--- src/gradient_stop_color_interpolator_defines.svh ---
// assertion macros for the gradient stop color interpolator
// included by modules that carry assertions; no other dependencies
`ifndef GRADIENT_STOP_COLOR_INTERPOLATOR_DEFINES_SVH
`define GRADIENT_STOP_COLOR_INTERPOLATOR_DEFINES_SVH

`ifndef SYNTHESIS
// property must hold at every clock edge outside reset
`define GSCI_ASSERT(name, clk, rst_n, prop) \
  name: assert property (@(posedge clk) disable iff (!rst_n) prop) \
    else $error("gsci: assertion failed");
// condition must never be true outside reset
`define GSCI_NEVER(name, clk, rst_n, cond) \
  name: assert property (@(posedge clk) disable iff (!rst_n) !(cond)) \
    else $error("gsci: forbidden condition seen");
`else
`define GSCI_ASSERT(name, clk, rst_n, prop)
`define GSCI_NEVER(name, clk, rst_n, cond)
`endif

`endif

--- src/gsci_pkg.sv ---
// shared types and constants of the gradient stop color interpolator
// no dependencies; used by gsci_div and the top level
`timescale 1ns / 1ps

package gsci_pkg;

  // restoring division steps for a 17-bit q16 weight
  localparam int DIV_STEPS = 17;

  // command codes of an input item
  localparam logic CMD_LOAD = 1'b0;
  localparam logic CMD_EVAL = 1'b1;

  typedef struct packed {
    logic [15:0] red;
    logic [15:0] green;
    logic [15:0] blue;
    logic [15:0] alpha;
  } color_t;

  typedef struct packed {
    logic [15:0] pos;
    color_t      color;
  } stop_entry_t;

  typedef enum logic [2:0] {
    ST_IDLE,
    ST_FIRST,
    ST_LAST,
    ST_SCAN,
    ST_DIV,
    ST_MUL,
    ST_ACC
  } gsci_state_e;

  typedef struct packed {
    logic        start;
    logic [16:0] num;
    logic [15:0] den;
  } div_req_t;

  typedef struct packed {
    logic        done;
    logic [16:0] quot;
  } div_rsp_t;

  // pick one channel, red first
  function automatic logic [15:0] chan_sel(color_t c, logic [1:0] ch);
    logic [15:0] v;
    case (ch)
      2'd0:    v = c.red;
      2'd1:    v = c.green;
      2'd2:    v = c.blue;
      default: v = c.alpha;
    endcase
    return v;
  endfunction

endpackage

--- src/gradient_stop_color_interpolator.sv ---
// top level of the gradient stop color interpolator: stop table, scan sequencer, blend unit
// depends on gsci_pkg, gsci_div and the assertion macro header
//
// usage
//   command channel: an item transfers at a rising edge with start high and busy low.
//   command_i = 0 loads position_i and in_*_i into table slot stop_index_i (slots at or
//   beyond MAX_STOPS are dropped); a load leaves busy low and yields no result.
//   command_i = 1 evaluates the gradient at t = position_i and yields one result.
//   result channel: valid_o is high for exactly one cycle with out_*_o; the receiver
//   cannot stall, so the result is taken in that cycle; a new command may transfer then.
//   config: cfg_we_i writes stop_count (cfg_wdata_i) at the edge; write only while idle.
// sequence of an evaluate, from the transfer edge to the valid_o cycle
//   t at or below the first stop gives its color; t at or above the last stop gives its color
//   interior t: the end stops are read, then a scan up to slot j (j = upper slot of the
//   bracketing pair, one table read a cycle), then the shared divider (17 quotient bits
//   and the handoff), then blending (one multiply and one add per channel); a zero-width,
//   reversed or unsorted pair returns a stop color without the divide. The single table
//   read port and the bit-serial divider set how long it runs. busy is high throughout.
// reset: state machine idle, stop_count = 1, no result pending; the stop table is not
//   cleared and every slot in use must be loaded before it is evaluated.
`timescale 1ns / 1ps
`include "gradient_stop_color_interpolator_defines.svh"

module gradient_stop_color_interpolator
  import gsci_pkg::*;
#(
  parameter int MAX_STOPS = 16
) (
  input  logic        clk_i,
  input  logic        rst_ni,
  // command channel
  input  logic        start,
  output logic        busy,
  input  logic        command_i,
  input  logic [3:0]  stop_index_i,
  input  logic [15:0] position_i,
  input  logic [15:0] in_red_i,
  input  logic [15:0] in_green_i,
  input  logic [15:0] in_blue_i,
  input  logic [15:0] in_alpha_i,
  // config port
  input  logic        cfg_we_i,
  input  logic [4:0]  cfg_wdata_i,
  // result channel
  output logic        valid_o,
  output logic [15:0] out_red_o,
  output logic [15:0] out_green_o,
  output logic [15:0] out_blue_o,
  output logic [15:0] out_alpha_o
);

  // slot index width and a width that holds both stop_count and MAX_STOPS
  localparam int IW = $clog2(MAX_STOPS);
  localparam int NW = (IW + 1 > 5) ? IW + 1 : 5;

  gsci_state_e state_q, state_d;

  logic [4:0]    cnt_q;            // stop_count register
  logic [15:0]   t_q, t_d;
  logic [IW-1:0] j_q, j_d;         // upper slot of the pair under test
  stop_entry_t   prev_q, prev_d;   // lower stop of the pair
  stop_entry_t   cur_q, cur_d;     // upper stop once the bracket is found
  logic [16:0]   w_q, w_d;         // q16 weight
  logic [1:0]    ch_q, ch_d;
  logic signed [34:0] prod_q, prod_d;
  color_t        col_q, col_d;
  logic          valid_q, valid_d;

  // stop table
  stop_entry_t   mem_q [MAX_STOPS];
  stop_entry_t   rd_q;
  logic [IW-1:0] rd_addr;
  logic          accept;
  logic          load_we;

  // active stop count, clamped to 1..MAX_STOPS
  logic [NW-1:0] cnt_ext, n_act;
  logic [IW-1:0] last_idx;

  div_req_t div_req;
  div_rsp_t div_rsp;

  // blend datapath
  logic [15:0]        c0_ch, c1_ch;
  logic signed [16:0] diff;
  logic signed [34:0] sum;

  assign accept  = start && !busy;
  assign load_we = accept && (command_i == CMD_LOAD) &&
                   (NW'(stop_index_i) < NW'(MAX_STOPS));

  always_comb begin
    cnt_ext = NW'(cnt_q);
    if (cnt_ext == '0) begin
      n_act = NW'(1);
    end else if (cnt_ext > NW'(MAX_STOPS)) begin
      n_act = NW'(MAX_STOPS);
    end else begin
      n_act = cnt_ext;
    end
    last_idx = IW'(n_act - NW'(1));
  end

  // table write port and registered read port
  always_ff @(posedge clk_i) begin
    if (load_we) begin
      mem_q[IW'(stop_index_i)] <= '{pos: position_i,
                                    color: '{red: in_red_i, green: in_green_i,
                                             blue: in_blue_i, alpha: in_alpha_i}};
    end
    rd_q <= mem_q[rd_addr];
  end

  // shared multiply: (c1 - c0) * w for the channel in turn
  assign c0_ch = chan_sel(prev_q.color, ch_q);
  assign c1_ch = chan_sel(cur_q.color, ch_q);
  assign diff  = $signed({1'b0, c1_ch}) - $signed({1'b0, c0_ch});
  // c0 * 65536 + rounding + product, always in 0..65535 after the shift
  assign sum   = $signed({3'b000, c0_ch, 16'h8000}) + prod_q;

  gsci_div u_div (
    .clk_i (clk_i),
    .rst_ni(rst_ni),
    .req_i (div_req),
    .rsp_o (div_rsp)
  );

  // sequencer
  always_comb begin
    state_d = state_q;
    t_d     = t_q;
    j_d     = j_q;
    prev_d  = prev_q;
    cur_d   = cur_q;
    w_d     = w_q;
    ch_d    = ch_q;
    prod_d  = prod_q;
    col_d   = col_q;
    valid_d = 1'b0;
    rd_addr = '0;
    div_req = '0;
    case (state_q)
      ST_IDLE: begin
        // slot 0 is read on the transfer edge
        if (accept && (command_i == CMD_EVAL)) begin
          t_d     = position_i;
          state_d = ST_FIRST;
        end
      end
      ST_FIRST: begin
        prev_d = rd_q;
        if (t_q <= rd_q.pos) begin
          col_d   = rd_q.color;
          valid_d = 1'b1;
          state_d = ST_IDLE;
        end else begin
          rd_addr = last_idx;
          state_d = ST_LAST;
        end
      end
      ST_LAST: begin
        if (t_q >= rd_q.pos) begin
          col_d   = rd_q.color;
          valid_d = 1'b1;
          state_d = ST_IDLE;
        end else begin
          rd_addr = IW'(1);
          j_d     = IW'(1);
          state_d = ST_SCAN;
        end
      end
      ST_SCAN: begin
        // the last slot always brackets here, since t is below it
        if ((t_q <= rd_q.pos) || (j_q == last_idx)) begin
          cur_d = rd_q;
          if (rd_q.pos <= prev_q.pos) begin
            // zero-width or reversed segment
            col_d   = rd_q.color;
            valid_d = 1'b1;
            state_d = ST_IDLE;
          end else if (t_q <= prev_q.pos) begin
            // unsorted table, weight zero
            col_d   = prev_q.color;
            valid_d = 1'b1;
            state_d = ST_IDLE;
          end else begin
            div_req.start = 1'b1;
            div_req.num   = {1'b0, t_q - prev_q.pos};
            div_req.den   = rd_q.pos - prev_q.pos;
            state_d       = ST_DIV;
          end
        end else begin
          prev_d  = rd_q;
          j_d     = j_q + IW'(1);
          rd_addr = j_q + IW'(1);
        end
      end
      ST_DIV: begin
        if (div_rsp.done) begin
          w_d     = div_rsp.quot;
          ch_d    = '0;
          state_d = ST_MUL;
        end
      end
      ST_MUL: begin
        prod_d  = 35'(diff) * 35'($signed({1'b0, w_q}));
        state_d = ST_ACC;
      end
      ST_ACC: begin
        case (ch_q)
          2'd0:    col_d.red   = sum[31:16];
          2'd1:    col_d.green = sum[31:16];
          2'd2:    col_d.blue  = sum[31:16];
          default: col_d.alpha = sum[31:16];
        endcase
        ch_d = ch_q + 2'd1;
        if (ch_q == 2'd3) begin
          valid_d = 1'b1;
          state_d = ST_IDLE;
        end else begin
          state_d = ST_MUL;
        end
      end
      default: begin
        state_d = ST_IDLE;
      end
    endcase
  end

  always_ff @(posedge clk_i or negedge rst_ni) begin
    if (!rst_ni) begin
      state_q <= ST_IDLE;
      valid_q <= 1'b0;
      cnt_q   <= 5'd1;
    end else begin
      state_q <= state_d;
      valid_q <= valid_d;
      if (cfg_we_i) begin
        cnt_q <= cfg_wdata_i;
      end
    end
  end

  always_ff @(posedge clk_i) begin
    t_q    <= t_d;
    j_q    <= j_d;
    prev_q <= prev_d;
    cur_q  <= cur_d;
    w_q    <= w_d;
    ch_q   <= ch_d;
    prod_q <= prod_d;
    col_q  <= col_d;
  end

  assign busy        = (state_q != ST_IDLE);
  assign valid_o     = valid_q;
  assign out_red_o   = col_q.red;
  assign out_green_o = col_q.green;
  assign out_blue_o  = col_q.blue;
  assign out_alpha_o = col_q.alpha;

  `GSCI_ASSERT(a_result_after_eval, clk_i, rst_ni, valid_o |-> $past(busy))
  `GSCI_ASSERT(a_eval_goes_busy, clk_i, rst_ni, (start && !busy && (command_i == CMD_EVAL)) |=> busy)
  `GSCI_ASSERT(a_load_no_result, clk_i, rst_ni, (start && !busy && (command_i == CMD_LOAD)) |=> !valid_o)
  `GSCI_NEVER(a_div_done_outside_wait, clk_i, rst_ni, div_rsp.done && (state_q != ST_DIV))

endmodule

--- src/gsci_div.sv ---
// iterative restoring divider: floor((num << 16) / den), one quotient bit a cycle
// depends on gsci_pkg and the assertion macro header
`timescale 1ns / 1ps
`include "gradient_stop_color_interpolator_defines.svh"

module gsci_div
  import gsci_pkg::*;
(
  input  logic     clk_i,
  input  logic     rst_ni,
  input  div_req_t req_i,
  output div_rsp_t rsp_o
);

  logic        run_q, run_d;
  logic        done_q, done_d;
  logic [4:0]  cnt_q, cnt_d;
  logic [16:0] rem_q, rem_d;
  logic [15:0] den_q, den_d;
  logic [16:0] quot_q, quot_d;
  logic        ge;
  logic [16:0] sub;

  always_comb begin
    run_d  = run_q;
    done_d = 1'b0;
    cnt_d  = cnt_q;
    rem_d  = rem_q;
    den_d  = den_q;
    quot_d = quot_q;
    ge     = (rem_q >= {1'b0, den_q});
    sub    = ge ? (rem_q - {1'b0, den_q}) : rem_q;
    if (req_i.start) begin
      run_d = 1'b1;
      cnt_d = '0;
      rem_d = req_i.num;
      den_d = req_i.den;
    end else if (run_q) begin
      // remainder stays below den, so the shift fits
      rem_d  = {sub[15:0], 1'b0};
      quot_d = {quot_q[15:0], ge};
      cnt_d  = cnt_q + 5'd1;
      if (cnt_q == 5'(DIV_STEPS - 1)) begin
        run_d  = 1'b0;
        done_d = 1'b1;
      end
    end
  end

  always_ff @(posedge clk_i or negedge rst_ni) begin
    if (!rst_ni) begin
      run_q  <= 1'b0;
      done_q <= 1'b0;
      cnt_q  <= '0;
    end else begin
      run_q  <= run_d;
      done_q <= done_d;
      cnt_q  <= cnt_d;
    end
  end

  always_ff @(posedge clk_i) begin
    rem_q  <= rem_d;
    den_q  <= den_d;
    quot_q <= quot_d;
  end

  assign rsp_o.done = done_q;
  assign rsp_o.quot = quot_q;

  `GSCI_NEVER(a_div_restart, clk_i, rst_ni, req_i.start && run_q)
  `GSCI_NEVER(a_div_done_while_run, clk_i, rst_ni, done_q && run_q)
  `GSCI_ASSERT(a_div_done_after_last, clk_i, rst_ni, done_q |-> $past(run_q))

endmodule

--- config.mk ---
export PLATFORM = sky130hd
export DESIGN_NAME = gradient_stop_color_interpolator
export DESIGN_NICKNAME = d
export VERILOG_FILES = /design/src/gsci_pkg.sv /design/src/gradient_stop_color_interpolator.sv /design/src/gsci_div.sv
export VERILOG_INCLUDE_DIRS = /design/src /design/src/src
export SDC_FILE = /design/constraint.sdc
export NUM_CORES = 2
export LEC_CHECK = 0
export ABC_CLOCK_PERIOD_IN_PS = 22100
export BUFFER_PORTS_ARGS = -buffer_cell sky130_fd_sc_hd__buf_2
export CORE_MARGIN = 4
export CORE_UTILIZATION = 55
export CTS_BUF_LIST = sky130_fd_sc_hd__clkbuf_8
export CTS_CLUSTER_SIZE = 16
export DETAILED_ROUTE_END_ITERATION = 8
export GPL_ROUTABILITY_DRIVEN = 0
export PLACE_DENSITY = 0.69
export RECOVER_POWER = 50
export REMOVE_ABC_BUFFERS = 1
export SLEW_MARGIN = 20
export SYNTH_ARGS = -nofsm -noshare
export SYNTH_HDL_FRONTEND = slang
export SYNTH_SLANG_ARGS = --single-unit
--- constraint.sdc ---
create_clock -name clk_i -period 22.1 [get_ports clk_i]
set_input_delay 2.21 -clock clk_i [delete_from_list [all_inputs] [get_ports clk_i]]
set_output_delay 2.21 -clock clk_i [all_outputs]
set_load 0.03 [all_outputs]
==> results by group <==
Critical path
  – Startpoint Class: register
  – Most used cell along the critical path: fa_1
  – CP max FO: 51
  – R2r startpoint: ch_q[0]
  – CP startpoint: ch_q[0]
  – Bufs and invs on worst path: 4
  – Critical path class: reg2reg
  – Max incr delay on CP: 0.67 ns
  – Worst Setup End Kind: register
  – Cell family with the largest share of critical-path delay: adder cells
  – Worst EP required: 22.79 ns
  – Worst Path Arrival: 11.47 ns
  – Slowest cell on crit path: inv_2

Routing
  – Antenna viol nets, final: 0
  – DR top layer: met5
  – Routed len/inst: 24.5 um
  – Vias: 45300
  – Metal-1 WL: 80.7 mm
  – Drt first pass iters: 8
  – Final routed DRC violation total: 0
  – Routed wl met2: 87.0 mm
  – Wire length on met3: 15.6 mm
  – Drt via density: 5.87
  – Drt total wl: 189 mm
  – Initial DRC Count: 4255

Cells and area
  – # fillers: 10500
  – Register area: 49900 um2
  – NumNets Final: 6163
  – Layout Cells excl Fill: 7714
  – Utilization after layout: 61.1%
  – Share of cells above drive strength 1: 12.6%
  – Multi-input logic area: 24900 um2
  – Area growth syn-to-layout: 10.2%

Timing
  – Slew margin rel.: -418%
  – Setup violators final: 0
  – Final period util: 48.7%
  – RSZ-0062 raised after global routing: false
  – Setup TNS: 0 ns
  – Peak Freq: 92.8 MHz
  – Worst-margin pin slew: 7.77 ns
  – Clk_skew: 0.0652 ns
  – Final Hold Vio Count: 0
  – Slew Viols, Final: 270
  – Min Tclk post-route: 10.77 ns

Global routing
  – Largest net degree at the start of global routing: 169
  – First-pass GRT wire length: 283 mm
  – Vias in the first global route: 45000
  – Antenna violations before repair: 17
  – Tot GR Track Use: 25.8%
  – Overflow after GRT: 0

Clock tree
  – # resized after CTS: 0
  – Hold Buf Count CTS: 0
  – Clk buf depth: 4
  – Post-CTS setup buffers: 0
  – Worst-Skew Late Latency: 0.97 ns
  – CTS clk-pin slew, worst paths: 0.06 ns
  – CTS root buf: clkbuf_8
  – Htree depth: 5
  – Sink Count: 1690
  – CTS Buf Count: 290
  – CTS tree: built

Die
  – Starting Density: 55.4%
  – Die ar.: 147000 um2
  – Io pins: 160
  – Die Height: 383 um
  – Die extent in x: 383 um
  – Core ar.: 140000 um2
  – FP Rows: 137

Synthesis
  – Register area share after synthesis: 64.5%
  – Distinct cell type count after synthesis: 79
  – Post-synth EDFFs: 1594
  – Top_reg_cell synth: edfxtp_1
  – Ranking of synthesized cells by area: edfxtp_1 62%, mux2i_1 6.3%, fa_1 5.9%
  – Average size of a mapped cell: 14.5 um2
  – Yosys warns: 0
  – Yosys reg bits: 1690
  – Asr flop ratio synth: 0.947%
  – Share of the synthesized area in the top cell type: 61.9%
  – Post-Synthesis Cells: 5333
  – Synth Cell Area: 77300 um2
  – Area leader, netlist: edfxtp_1

Placement
  – IO buf count: 159
  – Hpwl dp: 114 mm
  – Placed Cells: 7215

Outcome
  – Status: finished with violations
  – Failing checks: max-capacitance violations, max-slew violations

Worst hold path
  – Min-delay src: u_div.quot_q[16]
  – Hold WC Path Type: reg2reg

Job
  – Max_cap viols: 9
## metal layers
| metal | up-vias | track usage [%] |
|---|---|---|
| met4 | 8 | 8.62 |
| met1 | 22800 | 36.9 |
| met2 | 1910 | 40.1 |
| met5 | - | 0 |
| met3 | 334 | 5.05 |
| li1 | 20200 | - |
## cell usage after synthesis (16+ instances only)
| cell | n |
|---|---|
| edfxtp_1 | 1594 |
| nand2_1 | 604 |
| mux2i_1 | 489 |
| inv_1 | 385 |
| a21oi_1 | 239 |
| fa_1 | 228 |
| ha_1 | 210 |
| mux2_2 | 181 |
| o22ai_1 | 163 |
| nor2_1 | 125 |
| clkbuf_1 | 122 |
| and2_1 | 108 |
| dfxtp_1 | 80 |
| or4_1 | 79 |
| xnor2_1 | 52 |
| o21ai_0 | 51 |
| and3_1 | 46 |
| buf_6 | 39 |
| nor3_1 | 38 |
| a211o_1 | 36 |
| buf_2 | 36 |
| buf_4 | 35 |
| nor2b_1 | 35 |
| xor2_1 | 30 |
| a21o_1 | 26 |
| o211ai_1 | 25 |
| nand3_1 | 21 |
| nand4_1 | 20 |
| or3_1 | 20 |
| o21a_1 | 19 |
| a222oi_1 | 17 |
| nand2b_1 | 17 |
| a221o_1 | 16 |
| a22oi_1 | 16 |
## cell type report
| type | instances | area share (%) |
|---|---|---|
| antenna | 8 | 0.0235 |
| tap | 1876 | 2.76 |
| multi-input combinational | 3017 | 29.2 |
| sequential | 1690 | 58.5 |
| timing repair buffer | 246 | 1.65 |
| clock inverter | 173 | 0.987 |
| clock buffer | 318 | 5.14 |
| inverter | 386 | 1.70 |
## final timing paths
kind	slack (ns)	end	cells past startpoint
setup / recovery	11.33	prod_q[31]	34
hold / removal	0.43	w_q[16]	0
setup reg to reg	11.33	prod_q[31]	34
hold reg to reg	0.43	w_q[16]	0
max in group asynchronous	20.06	u_div.cnt_q[0]	1
min in group asynchronous	1.41	cnt_ext[1]	1
## worst register-to-register path, delay by kind of cell, from the launching register on
kind / cells / cell delay, ns
XOR/XNOR: 2 / 0.52
AND/OR/NAND/NOR: 4 / 0.71
buffers and inverters: 4 / 0.82
AO/OA/AOI/OAI: 13 / 3.53
multiplexers: 1 / 0.39
flip-flops: 1 / 0.44
adder cells (fa/ha/maj): 10 / 4.12
## layout by cell type (no fill, tap or decap), drive strengths merged, types with 7 or more instances in the layout
| cell type | Yosys | routed |
|---|---|---|
| a211o | 36 | 36 |
| nand3 | 21 | 21 |
| fa | 228 | 228 |
| and3 | 46 | 46 |
| diode | 0 | 8 |
| a222oi | 17 | 17 |
| a31oi | 7 | 7 |
| a221o | 16 | 16 |
| a21oi | 241 | 241 |
| mux2 | 181 | 181 |
| a22oi | 16 | 16 |
| inv | 385 | 497 |
| a21boi | 9 | 9 |
| o21bai | 8 | 8 |
| nor3 | 38 | 38 |
| or3 | 20 | 20 |
| nor2b | 35 | 35 |
| clkbuf | 122 | 409 |
| dfxtp | 80 | 80 |
| a21o | 26 | 26 |
| nor2 | 126 | 126 |
| mux2i | 489 | 489 |
| clkinv | 1 | 48 |
| xor2 | 30 | 30 |
| xnor2 | 52 | 52 |
| o21ai | 55 | 55 |
| o211ai | 25 | 25 |
| o22ai | 163 | 163 |
| and2 | 108 | 108 |
| nand4 | 20 | 20 |
| nand2 | 604 | 604 |
| a211oi | 10 | 10 |
| o21a | 19 | 19 |
| buf | 118 | 155 |
| edfxtp | 1594 | 1594 |
| or4 | 79 | 79 |
| clkinvlp | 0 | 9 |
| ha | 210 | 210 |
| dfrtp | 15 | 15 |
| nand2b | 17 | 17 |
## metrics by stage
step / worst slack (ns) / cell area [um2] / hold slack [ns]
finish: 11.33 / 85200 / 0.427
global route: 10.76 / 85200 / 0.433
CTS: 11.36 / 85400 / 0.425
detailed placement: 11.43 / 80100 / 0.405
global placement: 11.56 / 80100 / 0.402
floorplan: 1.32 / 76000 / 0.400
## sequential cells by signal, summed over array words and instances, names as in the netlist, 17 cells and up
name	count
prod_q	17
cur_q	64
mem_q	1280
u_div.rem_q	17
w_q	17
u_div.quot_q	17
prev_q	80
rd_q	80
## cell families after synthesis
family | synth area share, %
adders and majority gates | 9.30
AOI/OAI and AO/OA | 5.63
buffers and inverters | 3.65
xor gates and xnor gates | 0.958
muxes | 8.97
DFF | 64.5
and+or+nand+nor | 7.01
Power is left out: the tool's default activity adds up to more than one toggle a clock period on the data nets, which glitch-free logic cannot reach.
